### src/cluster_frame_parser_assert.svh
// Assertion macros for the frame parser. Each macro expects clk and rst_n
// to be visible where it is used.
`ifndef CLUSTER_FRAME_PARSER_ASSERT_SVH
`define CLUSTER_FRAME_PARSER_ASSERT_SVH

// The consequent must hold in the same cycle as the antecedent.
`define CFP_ASSERT_SAME(label, ante, cons) \
  label: assert property (@(posedge clk) disable iff (!rst_n) (ante) |-> (cons)) \
    else $error("frame parser check failed");

// The consequent must hold in the cycle after the antecedent.
`define CFP_ASSERT_NEXT(label, ante, cons) \
  label: assert property (@(posedge clk) disable iff (!rst_n) (ante) |=> (cons)) \
    else $error("frame parser check failed");

`endif

### src/cfp_pkg.sv
`timescale 1ns / 1ps

package cfp_pkg;

  localparam logic [3:0] NIB_BC  = 4'hA;
  localparam logic [3:0] NIB_EC  = 4'hC;
  localparam logic [3:0] NIB_ID  = 4'hE;
  localparam logic [3:0] NIB_HDR = 4'h8;
  localparam logic [7:0] TRL_HI  = 8'hF0;

  localparam logic KIND_CLUSTER = 1'b0;
  localparam logic KIND_SUMMARY = 1'b1;

  typedef enum logic [4:0] {
    PH_HDR       = 5'b00001,
    PH_AFTER_HDR = 5'b00010,
    PH_AFTER_BC  = 5'b00100,
    PH_AFTER_EC  = 5'b01000,
    PH_PAYLOAD   = 5'b10000
  } phase_t;

  typedef struct packed {
    logic        record_kind;
    logic [6:0]  cluster_size;
    logic [7:0]  cluster_start;
    logic [11:0] bunch_count;
    logic [7:0]  event_count;
    logic [3:0]  ec_flags;
    logic [11:0] chip_id;
    logic [2:0]  present_mask;
    logic [11:0] header_info;
    logic [7:0]  trailer_size;
    logic        footprint_ok;
    logic        sync_ok;
  } rec_t;

endpackage

### src/cluster_frame_parser.sv
`timescale 1ns / 1ps

// Frame word parser. Each accepted 16-bit word passes an input register, one
// level of decode logic and a result register, so a new word is taken in every
// cycle while the result side does not stall; its record is presented on the
// result side once the word has passed both registers. A header, or an optional
// word in its order after the header, gives no record, a cluster word gives a
// cluster record, and the trailer gives the summary record of its frame. A stall
// on the result side holds the full result register; the input register may still
// take one more word, and the input stalls in the same cycle once both are full.
module cluster_frame_parser (
  input  logic        clk,
  input  logic        rst_n,
  input  logic        in_valid,
  output logic        in_stall,
  input  logic [15:0] in_raw_word,
  output logic        out_valid,
  input  logic        out_stall,
  output logic        out_record_kind,
  output logic [6:0]  out_cluster_size,
  output logic [7:0]  out_cluster_start,
  output logic [11:0] out_bunch_count,
  output logic [7:0]  out_event_count,
  output logic [3:0]  out_ec_flags,
  output logic [11:0] out_chip_id,
  output logic [2:0]  out_present_mask,
  output logic [11:0] out_header_info,
  output logic [7:0]  out_trailer_size,
  output logic        out_footprint_ok,
  output logic        out_sync_ok
);
  import cfp_pkg::*;

  logic        adv;
  logic        s1_vld;
  logic [15:0] s1_word;
  logic        fire;
  logic        emit;
  rec_t        rec;
  rec_t        out_rec;

  cfp_in_stage u_in (
    .clk         (clk),
    .rst_n       (rst_n),
    .in_valid    (in_valid),
    .in_stall    (in_stall),
    .in_raw_word (in_raw_word),
    .adv         (adv),
    .s1_vld      (s1_vld),
    .s1_word     (s1_word)
  );

  cfp_parser u_parse (
    .clk     (clk),
    .rst_n   (rst_n),
    .s1_vld  (s1_vld),
    .s1_word (s1_word),
    .adv     (adv),
    .fire    (fire),
    .emit    (emit),
    .rec     (rec)
  );

  cfp_out_stage u_out (
    .clk       (clk),
    .rst_n     (rst_n),
    .fire      (fire),
    .emit      (emit),
    .rec       (rec),
    .adv       (adv),
    .out_valid (out_valid),
    .out_stall (out_stall),
    .out_rec   (out_rec)
  );

  assign out_record_kind   = out_rec.record_kind;
  assign out_cluster_size  = out_rec.cluster_size;
  assign out_cluster_start = out_rec.cluster_start;
  assign out_bunch_count   = out_rec.bunch_count;
  assign out_event_count   = out_rec.event_count;
  assign out_ec_flags      = out_rec.ec_flags;
  assign out_chip_id       = out_rec.chip_id;
  assign out_present_mask  = out_rec.present_mask;
  assign out_header_info   = out_rec.header_info;
  assign out_trailer_size  = out_rec.trailer_size;
  assign out_footprint_ok  = out_rec.footprint_ok;
  assign out_sync_ok       = out_rec.sync_ok;

endmodule

### src/cfp_in_stage.sv
`timescale 1ns / 1ps

module cfp_in_stage (
  input  logic        clk,
  input  logic        rst_n,
  input  logic        in_valid,
  output logic        in_stall,
  input  logic [15:0] in_raw_word,
  input  logic        adv,
  output logic        s1_vld,
  output logic [15:0] s1_word
);
  import cfp_pkg::*;

  logic        s1_vld_r;
  logic        s1_vld_nxt;
  logic [15:0] s1_word_r;
  logic        accept;

  assign in_stall = s1_vld_r && !adv;
  assign accept   = in_valid && !in_stall;

  always_comb begin
    if (accept) begin
      s1_vld_nxt = 1'b1;
    end else if (adv) begin
      s1_vld_nxt = 1'b0;
    end else begin
      s1_vld_nxt = s1_vld_r;
    end
  end

  always_ff @(posedge clk) begin
    if (!rst_n) begin
      s1_vld_r <= 1'b0;
    end else begin
      s1_vld_r <= s1_vld_nxt;
    end
  end

  always_ff @(posedge clk) begin
    if (accept) begin
      s1_word_r <= in_raw_word;
    end
  end

  assign s1_vld  = s1_vld_r;
  assign s1_word = s1_word_r;

endmodule

### src/cfp_parser.sv
`timescale 1ns / 1ps

module cfp_parser (
  input  logic          clk,
  input  logic          rst_n,
  input  logic          s1_vld,
  input  logic [15:0]   s1_word,
  input  logic          adv,
  output logic          fire,
  output logic          emit,
  output cfp_pkg::rec_t rec
);
  import cfp_pkg::*;

  `include "cluster_frame_parser_assert.svh"

  phase_t      phase_r;
  phase_t      phase_nxt;
  logic [15:0] hdr_r;
  logic [15:0] hdr_nxt;
  logic [11:0] bc_r;
  logic [11:0] bc_nxt;
  logic [11:0] ec_r;
  logic [11:0] ec_nxt;
  logic [11:0] id_r;
  logic [11:0] id_nxt;
  logic [2:0]  pres_r;
  logic [2:0]  pres_nxt;
  logic [3:0]  nib;
  logic [3:0]  rx;
  logic        is_bc;
  logic        is_ec;
  logic        is_id;

  assign fire = s1_vld && adv;
  assign nib  = s1_word[15:12];
  assign rx   = hdr_r[11:8];

  assign is_bc = (phase_r == PH_AFTER_HDR) && (nib == NIB_BC);
  assign is_ec = ((phase_r == PH_AFTER_HDR) || (phase_r == PH_AFTER_BC)) && (nib == NIB_EC);
  assign is_id = ((phase_r == PH_AFTER_HDR) || (phase_r == PH_AFTER_BC) ||
                  (phase_r == PH_AFTER_EC)) && (nib == NIB_ID);

  always_comb begin
    phase_nxt = phase_r;
    hdr_nxt   = hdr_r;
    bc_nxt    = bc_r;
    ec_nxt    = ec_r;
    id_nxt    = id_r;
    pres_nxt  = pres_r;
    emit      = 1'b0;
    rec       = '0;
    priority if (phase_r == PH_HDR) begin
      hdr_nxt   = s1_word;
      pres_nxt  = 3'b000;
      phase_nxt = PH_AFTER_HDR;
    end else if (is_bc) begin
      bc_nxt    = s1_word[11:0];
      pres_nxt  = pres_r | 3'b001;
      phase_nxt = PH_AFTER_BC;
    end else if (is_ec) begin
      ec_nxt    = s1_word[11:0];
      pres_nxt  = pres_r | 3'b010;
      phase_nxt = PH_AFTER_EC;
    end else if (is_id) begin
      id_nxt    = s1_word[11:0];
      pres_nxt  = pres_r | 3'b100;
      phase_nxt = PH_PAYLOAD;
    end else if (!s1_word[15]) begin
      emit              = 1'b1;
      rec.record_kind   = KIND_CLUSTER;
      rec.cluster_size  = s1_word[14:8];
      rec.cluster_start = s1_word[7:0];
      phase_nxt         = PH_PAYLOAD;
    end else begin
      emit              = 1'b1;
      rec.record_kind   = KIND_SUMMARY;
      rec.bunch_count   = pres_r[0] ? bc_r : 12'd0;
      rec.event_count   = pres_r[1] ? ec_r[11:4] : 8'd0;
      rec.ec_flags      = pres_r[1] ? ec_r[3:0] : 4'd0;
      rec.chip_id       = pres_r[2] ? id_r : 12'd0;
      rec.present_mask  = pres_r;
      rec.header_info   = hdr_r[11:0];
      rec.trailer_size  = s1_word[7:0];
      rec.footprint_ok  = (s1_word[15:8] == TRL_HI) && (hdr_r[15:12] == NIB_HDR);
      rec.sync_ok       = !rx[0] && (pres_r[1] || (rx[1:0] == 2'b00)) &&
                          (pres_r[0] || !rx[2]);
      phase_nxt         = PH_HDR;
    end
  end

  always_ff @(posedge clk) begin
    if (!rst_n) begin
      phase_r <= PH_HDR;
      pres_r  <= 3'b000;
    end else if (fire) begin
      phase_r <= phase_nxt;
      pres_r  <= pres_nxt;
    end
  end

  always_ff @(posedge clk) begin
    if (fire) begin
      hdr_r <= hdr_nxt;
      bc_r  <= bc_nxt;
      ec_r  <= ec_nxt;
      id_r  <= id_nxt;
    end
  end

  `CFP_ASSERT_SAME(a_hdr_silent, fire && (phase_r == PH_HDR), !emit)
  `CFP_ASSERT_NEXT(a_hdr_clears, fire && (phase_r == PH_HDR),
                   (pres_r == 3'b000) && (phase_r == PH_AFTER_HDR))
  `CFP_ASSERT_NEXT(a_trailer_rearms, fire && emit && (rec.record_kind == KIND_SUMMARY),
                   phase_r == PH_HDR)
  `CFP_ASSERT_NEXT(a_cluster_payload, fire && emit && (rec.record_kind == KIND_CLUSTER),
                   phase_r == PH_PAYLOAD)

endmodule

### src/cfp_out_stage.sv
`timescale 1ns / 1ps

module cfp_out_stage (
  input  logic          clk,
  input  logic          rst_n,
  input  logic          fire,
  input  logic          emit,
  input  cfp_pkg::rec_t rec,
  output logic          adv,
  output logic          out_valid,
  input  logic          out_stall,
  output cfp_pkg::rec_t out_rec
);
  import cfp_pkg::*;

  logic out_vld_r;
  logic out_vld_nxt;
  rec_t rec_r;

  assign adv = !out_vld_r || !out_stall;

  always_comb begin
    if (fire) begin
      out_vld_nxt = emit;
    end else if (!out_stall) begin
      out_vld_nxt = 1'b0;
    end else begin
      out_vld_nxt = out_vld_r;
    end
  end

  always_ff @(posedge clk) begin
    if (!rst_n) begin
      out_vld_r <= 1'b0;
    end else begin
      out_vld_r <= out_vld_nxt;
    end
  end

  always_ff @(posedge clk) begin
    if (fire && emit) begin
      rec_r <= rec;
    end
  end

  assign out_valid = out_vld_r;
  assign out_rec   = rec_r;

endmodule
### config.mk
export PLATFORM = sky130hd
export DESIGN_NAME = cluster_frame_parser
export DESIGN_NICKNAME = d
export VERILOG_FILES = /design/src/cfp_pkg.sv /design/src/cluster_frame_parser.sv /design/src/cfp_in_stage.sv /design/src/cfp_parser.sv /design/src/cfp_out_stage.sv
export VERILOG_INCLUDE_DIRS = /design/src /design/src/src
export SDC_FILE = /design/constraint.sdc
export NUM_CORES = 1
export LEC_CHECK = 0
export CAP_MARGIN = 20
export CORE_MARGIN = 5
export CORE_UTILIZATION = 63
export CTS_CLUSTER_DIAMETER = 30
export CTS_CLUSTER_SIZE = 24
export DETAILED_ROUTE_END_ITERATION = 7
export DONT_BUFFER_PORTS = 1
export GPL_TIMING_DRIVEN = 0
export MAX_ROUTING_LAYER = met4
export PLACE_DENSITY = 0.81
export SYNTH_ARGS = -nofsm -noshare
export SYNTH_HDL_FRONTEND = slang
export SYNTH_SLANG_ARGS = --single-unit
### constraint.sdc
create_clock -name clk -period 9.45 [get_ports clk]
set_clock_uncertainty 0.1 [all_clocks]
set_input_delay 2.835 -clock clk [delete_from_list [all_inputs] [get_ports clk]]
set_output_delay 2.835 -clock clk [all_outputs]
set_load 0.03 [all_outputs]
# --- After elaboration in Yosys (flattened, before gate mapping) ---
# Cells that the tools add are included.
classes:
  n_eq_ne: 12
  muxes: 18
  n_bitwise: 7
  n_reduce_logical: 39
ops:
  columns: ["operator", "n"]
  rows:
  - ["2-to-1 mux 5 bit", 5]
  - ["OR reduction 6 bit", 3]
  - ["== test 4 bit, second input constant", 4]
  - ["2-to-1 mux 3 bit", 4]
  - ["logical AND 1 bit", 10]
  - ["OR reduction 5 bit", 2]
  - ["2-to-1 mux 1 bit", 9]
  - ["== test 8 bit, second input constant", 1]
  - ["AND reduction 4 bit", 2]
  - ["nonzero test 2 bit", 4]
  - ["inverter 1 bit", 7]
  - ["logical NOT 1 bit", 6]
  - ["AND reduction 3 bit", 2]
  - ["== test 5 x 1 -> 1 bit, second input constant", 1]
  - ["== test 5 x 2 -> 1 bit, second input constant", 1]
  - ["== test 5 x 3 -> 1 bit, second input constant", 1]
  - ["== test 5 x 4 -> 1 bit, second input constant", 1]
  - ["logical OR 1 bit", 5]
  - ["AND reduction 5 bit", 1]
  - ["!= test 2 bit, second input constant", 2]
  - ["AND reduction 2 bit", 2]
  - ["OR reduction 4 bit", 1]
  - ["logical NOT 2 bit", 1]
  - ["!= test 2 x 1 -> 1 bit, second input constant", 1]
totals:
  register_bits: 155
  in_bits: 20
  output_inout_bits: 79
  elab_cells: 99

# --- Longest topological paths before layout ---
depth:
  depth_word: 9
  ltp_mapped: 8
  ltp_nobuf: 4

# --- By module ---
# A second synthesis with hierarchy kept.
unflattened:
  hier_cells: 307
  hier_area_um2: 5589.1
modules_own_cells:
  columns: ["mod", "instances", "cells_each", "area_per_inst_um2", "seq_area_each_um2"]
  rows:
  - ["cfp_parser", 1, 205, 2695.1, 1721.7]
  - ["cfp_out_stage", 1, 82, 2366.0, 2332.2]
  - ["cfp_in_stage", 1, 20, 528.0, 500.5]

# --- Worst setup path after synthesis ---
# OpenSTA, ideal clock, no wires.
synth_timing:
  path_kind: "input port to flip-flop"
  from: "in out_stall"
  to: "reg u_out.rec_r, in the netlist u_out.out_rec[0], enable pin"
  setup_ns: 0.521
  arrival_ns: 6.824
  t_required_ns: 8.829
  setup_slack_ns: 2.004
  stages: 4
  path_buffers: 0
  cell_sequence: "a21bo_2 > a21o_1 > o21bai_1 > nor2b_1"
synth_between:
  elab_chain_len: 4
synth_lines:
  columns: ["item", "line_no", "source"]
  rows:
  - ["start, declared", "cluster_frame_parser.sv:18", "input logic out_stall,"]
  - ["logical NOT 1 bit", "cfp_out_stage.sv:20", "assign adv = !out_vld_r || !out_stall;"]
  - ["logical OR 1 bit", "cfp_out_stage.sv:20", null]
  - ["logical AND 1 bit", "cfp_parser.sv:35", "assign fire = s1_vld && adv;"]
  - ["logical AND 1 bit", "cfp_out_stage.sv:41", "if (fire && emit) begin"]
  - ["end signal, assigned", "cfp_out_stage.sv:42", "rec_r <= rec;"]
  - ["end, declared", "cfp_out_stage.sv:18", "rec_t rec_r;"]
# Every way passes these cells.
# A chain may end at the register's enable or synchronous reset.

# --- Worst setup path after layout ---
layout_timing:
  from: "in out_stall"
  to: "out in_stall"
layout_between:
  elab_chain_len: 4
layout_lines:
  columns: ["item", "line_no", "source"]
  rows:
  - ["logical NOT 1 bit", "cfp_out_stage.sv:20", null]
  - ["logical OR 1 bit", "cfp_out_stage.sv:20", null]
  - ["logical NOT 1 bit", "cfp_in_stage.sv:20", "assign in_stall = s1_vld_r && !adv;"]
  - ["logical AND 1 bit", "cfp_in_stage.sv:20", null]
  - ["end, declared", "cluster_frame_parser.sv:15", "output logic in_stall,"]
# Every way passes these cells.

==> flow_metrics.py <==
metrics = {
    "placement": {
        "routabilityCongestion": 0.879,
        "dp_hpwl_um": 7660,
        "port-buffer-count": 0,
    },
    "setup_path": {
        "crit_path_top_delay_cell": "and3_1",
        "cp_top_family": "simple AND/OR/NAND/NOR gates",
        "critical_path_class": "in -> out",
        "worstPathRequired_ns": 6.52,
        "r2r_slack_ns": 6.73,
        "r2r_cells": 6,
        "startpoint_type": "input port",
        "path_buf_inv": 0,
        "cp-end-kind": "primary output",
        "crit_path_max_fanout": 4,
        "path_cells": "and3_1",
        "crit_cells": 1,
        "crit_arrival_ns": 3.20,
        "max_stage_delay_ns": 0.36,
    },
    "power_and_ir_drop": {
        "p_sw_mw": 0.342,
        "vdd_drop_max_mv": 0.162,
        "pwr-share-clk": 0.429,
        "p_int_mw": 1.23,
        "p_sw_frac": 0.217,
        "power_frac_seq": 0.517,
        "leakage_nw": 2.23,
        "power_density_nw_per_um2": 225,
        "pwr-share-comb": 0.054,
    },
    "drt": {
        "firstDrtPassIters": 5,
        "viasPerCell": 5.62,
        "vias": 3040,
        "wire_per_inst_um": 21.4,
        "drc_errors": 0,
        "first_iter_violations": 244,
        "drtAntennaViolNets": 0,
        "routed_wl_um": 11600,
    },
    "global_route": {
        "grt_max_degree": 29,
        "antenna_found_initial": 0,
        "grt-ovfl-total": 0,
        "grt_pass1_vias": 3108,
        "grt_use_total": 0.219,
        "grt_pass1_wl_um": 17700,
    },
    "finish": {
        "synthToLayoutAreaGrowth_pct": 14.1,
        "nets": 416,
        "antenna_cells": 0,
        "drive_gt1_frac": 0.304,
        "fin_util": 0.724,
    },
    "cts": {
        "cts_root_buffer": "clkbuf_8",
        "cts_tree": "built",
        "cts_buffers": 17,
        "worst_skew_pair.late_latency_ns": 0.52,
        "clock-sinks": 155,
        "clk_pin_slew_ns": 0.06,
        "clock_path_buffers": 2,
        "cts_hold_buf": 0,
        "post_cts_buffers": 0,
        "cts_max_level": 4,
        "cts-resized-gates": 0,
    },
    "die": {
        "ios": 99,
        "start_util": 0.635,
        "fp.dieArea_um2": 11800,
        "core_area_um2": 9640,
        "die_h_um": 109,
        "die_w_um": 109,
        "num_rows": 36,
    },
    "sta": {
        "period_needed_ns": 6.14,
        "clock.fmax_mhz": 163,
        "setup_viol": 0,
        "tightest_slew_ns": 1.08,
        "rsz0062_at_grt": "no",
        "final_hold_viol_count": 0,
        "setup_tns_ns": 0,
        "drv_slew": 0,
        "relSlewSlack": 0.278,
        "finalCritPeriodShare": 0.649,
    },
    "logic_synthesis": {
        "synth-seq-cells": 155,
        "yosysUniqueCellTypes": 40,
        "yosys_warnings": 0,
        "synthesis.nets": 391,
        "synth.avg_cell_area_um2": 16.5,
        "ys_seq_area_frac": 0.744,
        "netlist_instances": 371,
        "syn_area_um2": 6120,
    },
    "hold_path": {
        "worstHoldPathCells": 0,
        "worstHoldPathType": "reg -> reg",
    },
    "outcome": {
        "outcome": "completed",
    },
    "job": {
        "maxCapViolations": 0,
    },
}
cell usage after synthesis, drive strengths merged:
cell     number  area share
o22ai         1      0.0010
nand4         1      0.0010
nor4b         2      0.0053
a21bo         1      0.0016
nand2        41       0.026
a31oi         1      0.0020
nand3         1     0.00082
o21ai         2      0.0016
a21boi        1      0.0012
nor4bb        1      0.0016
and3          2      0.0020
clkbuf        6      0.0037
buf          16       0.032
a21o          1      0.0012
nor4          4      0.0086
edfxtp      145        0.71
nand3b        2      0.0025
xor2          3      0.0043
dfxtp        10       0.033
nand2b        1      0.0010
inv          25       0.015
nor2b         2      0.0020
a31o          1      0.0014
nor2         10      0.0061
nor3         69        0.10
and2         11       0.012
o21a          5      0.0061
o311ai        1      0.0027
a21oi         2      0.0016
o21bai        2      0.0043
o2111ai       1      0.0025
area by class of cell:
cell class	instances	area, um2
inverter	25	93.8
timing repair buffer	6	81.3
sequential	155	4550
fill	598	2660
clock buffer	17	414
buffer	22	220
clock inverter	14	179
multi-input combinational	169	1270
tap	133	166
final timing paths:
| check | from | endpoint |
|---|---|---|
| max | out_stall | in_stall |
| min | u_in.s1_word[15]$_DFFE_PP_ | u_parse.hdr_r[15]$_DFFE_PP_ |
| max reg2reg | u_in.s1_word[13]$_DFFE_PP_ | u_out.out_rec[38]$_SDFFCE_PP0P_ |
| min reg2reg | u_in.s1_word[15]$_DFFE_PP_ | u_parse.hdr_r[15]$_DFFE_PP_ |
state kept, by name, indices dropped and copies added (netlist names):
name,flops
u_in.s1_word,16
u_out.out_rec,77
u_out.out_valid,1
u_parse.bc_r,12
u_parse.pres_r,3
u_parse.phase_r,5
u_parse.id_r,12
u_parse.hdr_r,16
u_in.s1_vld,1
u_parse.ec_r,12
through the flow:
| stage | setup slack, ns | hold WS (ns) | total power [mW] | instances | area (um2) |
|---|---|---|---|---|---|
| 2_1_floorplan | 2.00 | 0.382 | 0.889 | 371 | 6120 |
| 3_3_place_gp | 0.853 | 0.447 | 0.907 | 504 | 6290 |
| 3_5_place_dp | 3.32 | 0.466 | 0.911 | 508 | 6370 |
| 4_1_cts | 3.31 | 0.480 | 1.58 | 539 | 6960 |
| 5_1_grt | 3.29 | 0.510 | 1.62 | 541 | 6980 |
| 6_report | 3.31 | 0.478 | 1.57 | 541 | 6980 |
placed cells by master (no fill, tap or decap), types with 3 or more instances in the layout:
cell type   synthesis  layout
clkinv_2            0       4
bufinv_16           0       4
dfxtp_1            10      10
inv_1              25      25
edfxtp_1          145     145
nor2_1             10      10
clkbuf_16           0      16
xor2_1              3       3
nor3_2             59      60
buf_12              7       9
clkbuf_1            6       6
o21a_1              5       5
buf_6               2       5
buf_2               7       7
nand2_1            40      40
nor3_1             10       9
and2_1             10      10
clkinvlp_4          0       3
layer usage:
layer / part of all wire / GRT usage
met5: 0 / -
met4: 0.022 / 0.0911
met3: 0.067 / 0.0663
met2: 0.52 / 0.338
met1: 0.39 / 0.273
logic make-up (layout without fill, tap and decap cells):
| kind of cell | Yosys count | after routing | synth area share |
|---|---|---|---|
| AND/OR/NAND/NOR | 147 | 147 | 0.173 |
| XOR/XNOR | 3 | 3 | 0.00429 |
| buffers and inverters | 47 | 84 | 0.0513 |
| flip-flops | 155 | 155 | 0.744 |
| AO/OA/AOI/OAI | 19 | 19 | 0.0274 |
power groups by stage:
stage               sequential [mW]  clock (mW)  combinational (mW)
finish                        0.813       0.674              0.0856
global route                  0.815       0.712              0.0923
CTS                           0.813       0.682              0.0857
detailed placement            0.827           0              0.0842
global placement              0.829           0              0.0785
floorplan                     0.821           0              0.0686
(Power assumes the default switching activity.)
